[src/hdl/lswr_pkg.sv]
// ============================================================================
// lswr_pkg: shared types and constants for the reversible LIFO stack
// Holds the stack geometry, request codes, item types and ring helpers.
// ============================================================================
`timescale 1ns / 1ps
`default_nettype none

package lswr_pkg;

  // Stack geometry.
  localparam int DEPTH  = 16;
  localparam int IDX_W  = $clog2(DEPTH);
  localparam int CNT_W  = $clog2(DEPTH + 1);
  localparam int WORD_W = 32;

  localparam logic [IDX_W:0]   DEPTH_IX  = (IDX_W + 1)'(DEPTH);
  localparam logic [CNT_W-1:0] DEPTH_CNT = CNT_W'(DEPTH);

  // Command queue between the front and the back.
  localparam int QUEUE_DEPTH = 2;
  localparam int QP_W        = $clog2(QUEUE_DEPTH);
  localparam int QC_W        = $clog2(QUEUE_DEPTH + 1);

  // Request codes.
  localparam logic [1:0] REQ_PUSH    = 2'd0;
  localparam logic [1:0] REQ_POP     = 2'd1;
  localparam logic [1:0] REQ_PEEK    = 2'd2;
  localparam logic [1:0] REQ_REVERSE = 2'd3;

  localparam logic signed [WORD_W-1:0] EMPTY_WORD = -32'sd1;

  typedef struct packed {
    logic [1:0]               req_type;
    logic signed [WORD_W-1:0] push_value;
  } in_item_t;

  typedef struct packed {
    logic signed [WORD_W-1:0] read_value;
    logic                     empty_flag;
    logic                     full_flag;
  } out_item_t;

  // Decoded command as it travels through the queue.
  typedef struct packed {
    logic                     is_push;
    logic                     is_read;
    logic                     is_pop;
    logic                     is_rev;
    logic signed [WORD_W-1:0] word;
  } cmd_t;

  // Ring position that lies off steps from the bottom, in the growth
  // direction. Both inputs are below DEPTH, so one correction suffices.
  function automatic logic [IDX_W-1:0] ring_pos(input logic [IDX_W-1:0] b,
                                                input logic [IDX_W-1:0] off,
                                                input logic             down);
    logic [IDX_W:0] sum;
    logic [IDX_W:0] pos;
    sum = {1'b0, b} + {1'b0, off};
    if (down) begin
      if (b >= off) begin
        pos = {1'b0, b} - {1'b0, off};
      end else begin
        pos = {1'b0, b} + DEPTH_IX - {1'b0, off};
      end
    end else begin
      pos = (sum >= DEPTH_IX) ? (sum - DEPTH_IX) : sum;
    end
    return pos[IDX_W-1:0];
  endfunction

endpackage

`default_nettype wire

[src/hdl/lswr_ram.sv]
// ============================================================================
// lswr_ram: generic single-write, single-read RAM
// One write port and one read port with registered read data.
// ============================================================================
`timescale 1ns / 1ps
`default_nettype none

module lswr_ram #(
  parameter int WIDTH = 32,
  parameter int DEPTH = 16
) (
  input  wire logic                     clk,
  input  wire logic                     we,
  input  wire logic [$clog2(DEPTH)-1:0] waddr,
  input  wire logic [WIDTH-1:0]         wdata,
  input  wire logic [$clog2(DEPTH)-1:0] raddr,
  output logic      [WIDTH-1:0]         rdata
);

  logic [WIDTH-1:0] mem [DEPTH];

  always_ff @(posedge clk) begin
    if (we) begin
      mem[waddr] <= wdata;
    end
    rdata <= mem[raddr];
  end

endmodule

`default_nettype wire

[src/hdl/lswr_front.sv]
// ============================================================================
// lswr_front: request intake and decode
// Accepts requests while the command queue has room and decodes them.
// ============================================================================
`timescale 1ns / 1ps
`default_nettype none

module lswr_front (
  input  wire logic             start,
  input  wire lswr_pkg::in_item_t request,
  input  wire logic             q_full,
  output logic                  busy,
  output logic                  q_wr,
  output lswr_pkg::cmd_t        q_cmd
);

  assign busy = q_full;
  assign q_wr = start && !q_full;

  always_comb begin
    q_cmd         = '0;
    q_cmd.word    = request.push_value;
    case (request.req_type)
      lswr_pkg::REQ_PUSH: begin
        q_cmd.is_push = 1'b1;
      end
      lswr_pkg::REQ_POP: begin
        q_cmd.is_read = 1'b1;
        q_cmd.is_pop  = 1'b1;
      end
      lswr_pkg::REQ_PEEK: begin
        q_cmd.is_read = 1'b1;
      end
      lswr_pkg::REQ_REVERSE: begin
        q_cmd.is_rev = 1'b1;
      end
      default: begin
        q_cmd.is_rev = 1'b1;
      end
    endcase
  end

endmodule

`default_nettype wire

[src/hdl/lswr_queue.sv]
// ============================================================================
// lswr_queue: short command queue
// Small register FIFO that decouples request intake from execution.
// ============================================================================
`timescale 1ns / 1ps
`default_nettype none

module lswr_queue (
  input  wire logic           clk,
  input  wire logic           rst,
  input  wire logic           wr,
  input  wire lswr_pkg::cmd_t wr_cmd,
  output logic                full,
  input  wire logic           rd,
  output logic                valid,
  output lswr_pkg::cmd_t      rd_cmd
);

  lswr_pkg::cmd_t               slots [lswr_pkg::QUEUE_DEPTH];
  logic [lswr_pkg::QP_W-1:0]    wr_ptr;
  logic [lswr_pkg::QP_W-1:0]    rd_ptr;
  logic [lswr_pkg::QC_W-1:0]    count;
  logic                         do_wr;
  logic                         do_rd;

  localparam logic [lswr_pkg::QP_W-1:0] LAST_PTR =
    lswr_pkg::QP_W'(lswr_pkg::QUEUE_DEPTH - 1);
  localparam logic [lswr_pkg::QC_W-1:0] FULL_CNT =
    lswr_pkg::QC_W'(lswr_pkg::QUEUE_DEPTH);

  assign full   = (count == FULL_CNT);
  assign valid  = (count != '0);
  assign rd_cmd = slots[rd_ptr];
  assign do_wr  = wr && !full;
  assign do_rd  = rd && valid;

  always_ff @(posedge clk) begin
    if (do_wr) begin
      slots[wr_ptr] <= wr_cmd;
    end
  end

  always_ff @(posedge clk) begin
    if (rst) begin
      wr_ptr <= '0;
      rd_ptr <= '0;
      count  <= '0;
    end else begin
      if (do_wr) begin
        wr_ptr <= (wr_ptr == LAST_PTR) ? '0 : wr_ptr + 1'b1;
      end
      if (do_rd) begin
        rd_ptr <= (rd_ptr == LAST_PTR) ? '0 : rd_ptr + 1'b1;
      end
      case ({do_wr, do_rd})
        2'b10:   count <= count + 1'b1;
        2'b01:   count <= count - 1'b1;
        default: count <= count;
      endcase
    end
  end

endmodule

`default_nettype wire

[src/hdl/lswr_back.sv]
// ============================================================================
// lswr_back: stack execution engine
// Runs queued commands against the ring store and registers each result.
// ============================================================================
`timescale 1ns / 1ps
`default_nettype none

module lswr_back (
  input  wire logic           clk,
  input  wire logic           rst,
  input  wire logic           q_valid,
  input  wire lswr_pkg::cmd_t q_cmd,
  output logic                q_rd,
  output logic                strobe,
  output lswr_pkg::out_item_t result
);

  localparam logic ST_RUN  = 1'b0;
  localparam logic ST_READ = 1'b1;

  logic                             state;
  logic                             state_next;
  logic [lswr_pkg::CNT_W-1:0]       fill_count;
  logic [lswr_pkg::CNT_W-1:0]       fill_count_next;
  logic [lswr_pkg::IDX_W-1:0]       bottom_index;
  logic [lswr_pkg::IDX_W-1:0]       bottom_index_next;
  logic                             grow_down;
  logic                             grow_down_next;
  logic                             strobe_next;
  lswr_pkg::out_item_t              result_next;

  logic [lswr_pkg::CNT_W-1:0]       fill_less;
  logic [lswr_pkg::IDX_W-1:0]       push_pos;
  logic [lswr_pkg::IDX_W-1:0]       top_pos;
  logic                             ram_we;
  logic [lswr_pkg::WORD_W-1:0]      ram_rdata;

  assign fill_less = fill_count - lswr_pkg::CNT_W'(1);
  assign push_pos  = lswr_pkg::ring_pos(bottom_index,
                                        fill_count[lswr_pkg::IDX_W-1:0], grow_down);
  assign top_pos   = lswr_pkg::ring_pos(bottom_index,
                                        fill_less[lswr_pkg::IDX_W-1:0], grow_down);

  lswr_ram #(
    .WIDTH (lswr_pkg::WORD_W),
    .DEPTH (lswr_pkg::DEPTH)
  ) u_store (
    .clk   (clk),
    .we    (ram_we),
    .waddr (push_pos),
    .wdata (q_cmd.word),
    .raddr (top_pos),
    .rdata (ram_rdata)
  );

  always_comb begin
    state_next        = state;
    fill_count_next   = fill_count;
    bottom_index_next = bottom_index;
    grow_down_next    = grow_down;
    strobe_next       = 1'b0;
    result_next       = '0;
    q_rd              = 1'b0;
    ram_we            = 1'b0;
    case (state)
      ST_RUN: begin
        if (q_valid) begin
          q_rd = 1'b1;
          if (q_cmd.is_push) begin
            strobe_next = 1'b1;
            if (fill_count >= lswr_pkg::DEPTH_CNT) begin
              result_next.full_flag = 1'b1;
            end else begin
              ram_we          = 1'b1;
              fill_count_next = fill_count + 1'b1;
            end
          end else if (q_cmd.is_read) begin
            if (fill_count == '0) begin
              strobe_next            = 1'b1;
              result_next.read_value = lswr_pkg::EMPTY_WORD;
              result_next.empty_flag = 1'b1;
            end else begin
              // The top word comes out of the store on the next cycle.
              state_next = ST_READ;
              if (q_cmd.is_pop) begin
                fill_count_next = fill_less;
              end
            end
          end else begin
            strobe_next = 1'b1;
            if (fill_count >= lswr_pkg::CNT_W'(2)) begin
              bottom_index_next = top_pos;
              grow_down_next    = !grow_down;
            end
          end
        end
      end
      ST_READ: begin
        strobe_next            = 1'b1;
        result_next.read_value = $signed(ram_rdata);
        state_next             = ST_RUN;
      end
      default: begin
        state_next = ST_RUN;
      end
    endcase
  end

  always_ff @(posedge clk) begin
    if (rst) begin
      state        <= ST_RUN;
      fill_count   <= '0;
      bottom_index <= '0;
      grow_down    <= 1'b0;
      strobe       <= 1'b0;
    end else begin
      state        <= state_next;
      fill_count   <= fill_count_next;
      bottom_index <= bottom_index_next;
      grow_down    <= grow_down_next;
      strobe       <= strobe_next;
    end
  end

  always_ff @(posedge clk) begin
    result <= result_next;
  end

endmodule

`default_nettype wire

[src/hdl/lifo_stack_with_reverse_top.sv]
// ============================================================================
// lifo_stack_with_reverse_top: bounded LIFO stack with one-step reverse
// Push, pop, peek and whole-stack reverse on signed 32-bit words.
// ============================================================================
// A request item is taken at a clock edge where start is high and busy is
// low; every item produces exactly one result item, shown on result for a
// single cycle while strobe is high, in request order. The receiver cannot
// stall, so results must be taken as they appear. A push, a reverse, a push
// onto a full stack and a pop or peek of an empty stack each go through the
// command queue and then straight into the registered result when the engine
// is free. A pop or peek that returns a word also passes through the read
// state of the engine, because the stack store is a RAM with a registered
// read port. A two-entry command queue sits between intake and execution,
// so busy rises only when that queue is full; sustained rate is one item per
// cycle for pushes and reverses, while a pop or peek that hits a word keeps
// the next item waiting in the queue during that read state. A pop or peek
// of an empty stack returns -1 with empty_flag set; a push onto a full stack
// is dropped with full_flag set. Reverse moves the bottom pointer to the old
// top and flips the growth direction inside the ring, so no data moves. After
// reset the stack is empty; the store needs no clearing pass, since only
// pushed entries are ever read.
// ============================================================================
`timescale 1ns / 1ps
`default_nettype none

module lifo_stack_with_reverse_top (
  input  wire logic               clk,
  input  wire logic               rst,
  input  wire logic               start,
  output logic                    busy,
  input  wire lswr_pkg::in_item_t request,
  output logic                    strobe,
  output lswr_pkg::out_item_t     result
);

  logic           q_full;
  logic           q_wr;
  lswr_pkg::cmd_t q_wr_cmd;
  logic           q_rd;
  logic           q_valid;
  lswr_pkg::cmd_t q_rd_cmd;

  // Intake: decode the request and push it into the queue.
  lswr_front u_front (
    .start   (start),
    .request (request),
    .q_full  (q_full),
    .busy    (busy),
    .q_wr    (q_wr),
    .q_cmd   (q_wr_cmd)
  );

  // Queue that lets intake and execution run independently.
  lswr_queue u_queue (
    .clk    (clk),
    .rst    (rst),
    .wr     (q_wr),
    .wr_cmd (q_wr_cmd),
    .full   (q_full),
    .rd     (q_rd),
    .valid  (q_valid),
    .rd_cmd (q_rd_cmd)
  );

  // Execution: stack pointers, ring store and the result register.
  lswr_back u_back (
    .clk     (clk),
    .rst     (rst),
    .q_valid (q_valid),
    .q_cmd   (q_rd_cmd),
    .q_rd    (q_rd),
    .strobe  (strobe),
    .result  (result)
  );

endmodule

`default_nettype wire

[config.mk]
export PLATFORM = sky130hd
export DESIGN_NAME = lifo_stack_with_reverse_top
export DESIGN_NICKNAME = d
export VERILOG_FILES = /design/src/hdl/lswr_pkg.sv /design/src/hdl/lswr_ram.sv /design/src/hdl/lswr_front.sv /design/src/hdl/lswr_queue.sv /design/src/hdl/lswr_back.sv /design/src/hdl/lifo_stack_with_reverse_top.sv
export SDC_FILE = /design/constraint.sdc
export NUM_CORES = 1
export LEC_CHECK = 0
export ABC_AREA = 1
export CORE_MARGIN = 3
export CORE_UTILIZATION = 30
export CTS_CLUSTER_DIAMETER = 200
export DETAILED_ROUTE_END_ITERATION = 10
export DONT_BUFFER_PORTS = 1
export HOLD_SLACK_MARGIN = 0.02
export PLACE_DENSITY_LB_ADDON = 0.15
export SETUP_SLACK_MARGIN = 0.15
export SYNTH_ARGS = -nofsm -noshare
export SYNTH_HDL_FRONTEND = slang
export SYNTH_SLANG_ARGS = --single-unit
[constraint.sdc]
create_clock -name clk -period 3.6 [get_ports clk]
set_input_delay 0.54 -clock clk [delete_from_list [all_inputs] [get_ports clk]]
set_output_delay 0.54 -clock clk [all_outputs]
set_load 0.01 [all_outputs]
==> reports/results.tsv <==
stage	metric	value	unit
detailed_routing	num_vias	15592	
global_routing	overflow	0	
clock_network	cts_max_level	3	
global_routing	grt_max_degree	143	
setup_path	slowest_delay	0.41	ns
logic_synthesis	ys_seq_area_share	74.6	%
logic_synthesis	synth_common_cells	edfxtp_1 (582), nand2_1 (368), nor2_1 (285)	
layout	areaGrowthSynthToFinish	18.6	%
sta	fin_setup_tns	0	ns
logic_synthesis	ys.warnings.count	0	
min_path	worst_hold_path_type	input pin to register	
sta	drv_slew	0	
job	maxCapViolCount	0	
logic_synthesis	ys_ff_latch	665	
placement	portBuffers	0	
setup_path	cp.arrival	3.48	ns
placement	pre_cts_slack	0.265	ns
sta	finalHoldViolCount	0	
sta	slew_headroom	50.2	%
setup_path	path_cells	inv_2 -> ha_1 -> nor2_1 -> a21oi_1 -> inv_1 -> ha_1 -> nand3b_1 -> nand2_1 -> nand2_1 -> nand2_1 -> nand3_1 -> nand2_1 -> nand2_2 -> nor2_4 -> clkbuf_16	
layout	final_util	36.1	%
sta	setup_violations	0	
run_status	outcome	finished clean	
layout	multi_input_area	0.00594	sq mm
logic_synthesis	netlist.area_leader.share	68.1	%
sta	fin_skew	0.0247	ns
die	core.rowCount	106	
sta	period_share	88.3	%
layout	seqCellArea	0.0191	sq mm
sta	post-route-min-period	3.18	ns
logic_synthesis	async_reset_ff_share	0	%
logic_synthesis	syn_area_per_cell	12.7	sq um
sta	rsz0062_at_grt	false	
setup_path	cp_slowest_cell	dfxtp_2	
logic_synthesis	synthAdderAreaFrac	0.790	%
logic_synthesis	syn-cell-area	0.0257	sq mm
logic_synthesis	synth.distinct_cells	31	
logic_synthesis	yosys.area.top_type	edfxtp_1	
detailed_routing	drt_iter0_drc	1195	
logic_synthesis	synthMuxAreaShare	1.40	%
detailed_routing	routedWlPerCell	21.7	um
clock_network	clk_pin_slew	0.06	ns
logic_synthesis	synth_edf_count	582	
layout	insertedDiodeCount	0	
placement	gp_congestion	0.801	
logic_synthesis	synth_flop_cell	edfxtp_1	
logic_synthesis	synthCells	2016	
detailed_routing	totalWireLength	70900	um
setup_path	worstPathMaxFanout	16	
global_routing	grt_pass1_wl	105000	um
die	die_y	298	um
logic_synthesis	synth_simple_gate_area_share	11.0	%
die	ios	73	
setup_path	crit_type	register to register	
logic_synthesis	synthTopCellsByArea	edfxtp_1 (68%), dfxtp_1 (6.5%), nand2_1 (5.4%), nor2_1 (4.2%), o21ai_0 (3.6%)	
logic_synthesis	synth_nets	2068	
clock_network	clk_path_buf_depth	3	
die	core	0.0842	sq mm
placement	dp_hpwl	37400	um
sta	fin_ws	0.419	ns
global_routing	grt_pass1_vias	15726	
clock_network	clock_latency	0.62	ns
layout	drive_above_1_share	12.2	%
detailed_routing	vias_per_cell	4.77	
global_routing	globalRouteTotalUtil	15.7	%
die	die-area	0.0891	sq mm
logic_synthesis	yosysMostFrequentCell	edfxtp_1	
logic_synthesis	synth_top_family_by_area	simple AND/OR/NAND/NOR gates	
clock_network	clock-sinks	665	
setup_path	critPathMostFrequentCell	nand2_1	
clock_network	cts_made_buffers	78	
setup_path	required	3.90	ns
die	initial_core_util	30.5	%
layout	fill_cells	8067	
die	die_w	298	um
detailed_routing	drt-pass1-iter-count	5	
setup_path	worstSetupStartpointType	register	
setup_path	end_kind	register	
logic_synthesis	synth-compound-area-share	8.91	%
clock_network	cts_tree	done	
clock_network	clockRootBuffer	clkbuf_16	
detailed_routing	ant_nets	0	
sta	worst_pin_slew	0.747	ns
layout	nets	2123	
logic_synthesis	synth_xor_area_share	0.307	%
detailed_routing	route.detailed.drc	0	
global_routing	grt_antenna_before_repair	0	
sta	fmax	314	MHz
clock_network	post-cts-setup-buffers	0	
registers in the layout, summed over array words and instances, names as in the netlist, named ones only:
| name | cells |
|---|---|
| u_back.state | 1 |
| u_back.strobe | 1 |
| u_queue.count | 2 |
| u_queue.wr_ptr | 1 |
| u_back.u_store.rdata | 32 |
| u_queue.slots | 70 |
| u_queue.rd_ptr | 1 |
| u_back.grow_down | 1 |
| u_back.result | 34 |
| u_back.fill_count | 5 |
| u_back.bottom_index | 4 |
| u_back.u_store.mem | 512 |
stage by stage:
step | area, sq um | instances | hold WS, ns
5_1_grt | 30400 | 3269 | 0.203
2_1_floorplan | 25700 | 2016 | 0.400
3_5_place_dp | 27500 | 3090 | 0.413
4_1_cts | 30400 | 3267 | 0.155
6_report | 30400 | 3269 | 0.204
3_3_place_gp | 27500 | 3090 | 0.428
path summary, 6_finish.rpt:
| check | cells after the start | end | startpoint | slack, ns |
|---|---|---|---|---|
| min | 1 | u_queue.slots[0][33] | request[32] | 0.20 |
| max reg2reg | 15 | u_back.u_store.mem[1][2] | u_back.fill_count[0] | 0.42 |
| max | 15 | u_back.u_store.mem[1][2] | u_back.fill_count[0] | 0.42 |
| min reg2reg | 2 | u_back.result[28] | u_back.u_store.rdata[26] | 0.42 |
layout by cell type (no fill, tap or decap), types with 5 or more instances in the layout:
| master | synthesis | layout |
|---|---|---|
| xor2_1 | 6 | 5 |
| dfxtp_1 | 83 | 79 |
| o21ai_1 | 92 | 92 |
| nand2_2 | 4 | 6 |
| clkbuf_16 | 0 | 82 |
| nand2_1 | 368 | 366 |
| clkinv_1 | 0 | 11 |
| nor2_1 | 285 | 267 |
| ha_1 | 13 | 12 |
| clkbuf_8 | 0 | 5 |
| inv_2 | 5 | 5 |
| a21oi_1 | 17 | 17 |
| nor2_4 | 2 | 20 |
| bufinv_16 | 0 | 6 |
| o21ai_0 | 182 | 182 |
| mux2_2 | 32 | 32 |
| edfxtp_1 | 582 | 582 |
| dlygate4sd3_1 | 0 | 33 |
| buf_12 | 0 | 33 |
| inv_1 | 29 | 27 |
| nand3_1 | 49 | 47 |
| clkinv_2 | 0 | 13 |
| buf_4 | 8 | 29 |
| clkbuf_1 | 44 | 19 |
| o22ai_1 | 128 | 128 |
cells by family after synthesis:
family	count (synthesis)
xor gates and xnor gates	9
buffers and inverters	156
muxes	32
DFF	665
and+or+nand+nor	717
AOI/OAI and AO/OA	422
adders and majority gates	15
layer usage:
layer / GRT usage [%] / vias to the layer above / share of wire [%]
met5: 0 / - / 0
met3: 2.45 / 122 / 4.3
met2: 26.0 / 340 / 48
li1: - / 7372 / -
met4: 5.37 / 0 / 2.7
met1: 20.9 / 7758 / 45
timing repair:
action / CTS / global route
endpoints found under the setup margin: 0 / 511
hold endpoints to repair: 72 / 0
gates resized for setup: 0 / 6
hold buffers: 33 / 0
cell type report:
class | instances | area share (%)
flip-flops and latches | 665 | 62.9
multi-input cells | 1195 | 19.5
clock buffers | 104 | 7.04
well taps | 1134 | 4.66
repair buffers | 97 | 4.14
clock inverters | 40 | 1.29
inverters | 34 | 0.440
critical path: cells and delay by family (launching register included):
kind	cells	cell delay, ns
AND/OR/NAND/NOR	9	1.13
adder cells (fa/ha/maj)	2	0.66
buffers and inverters	3	0.46
flip-flops	1	0.41
AO/OA/AOI/OAI	1	0.20
Power is left out: the tool's default activity adds up to more than one toggle a clock period on the data nets, which glitch-free logic cannot reach.
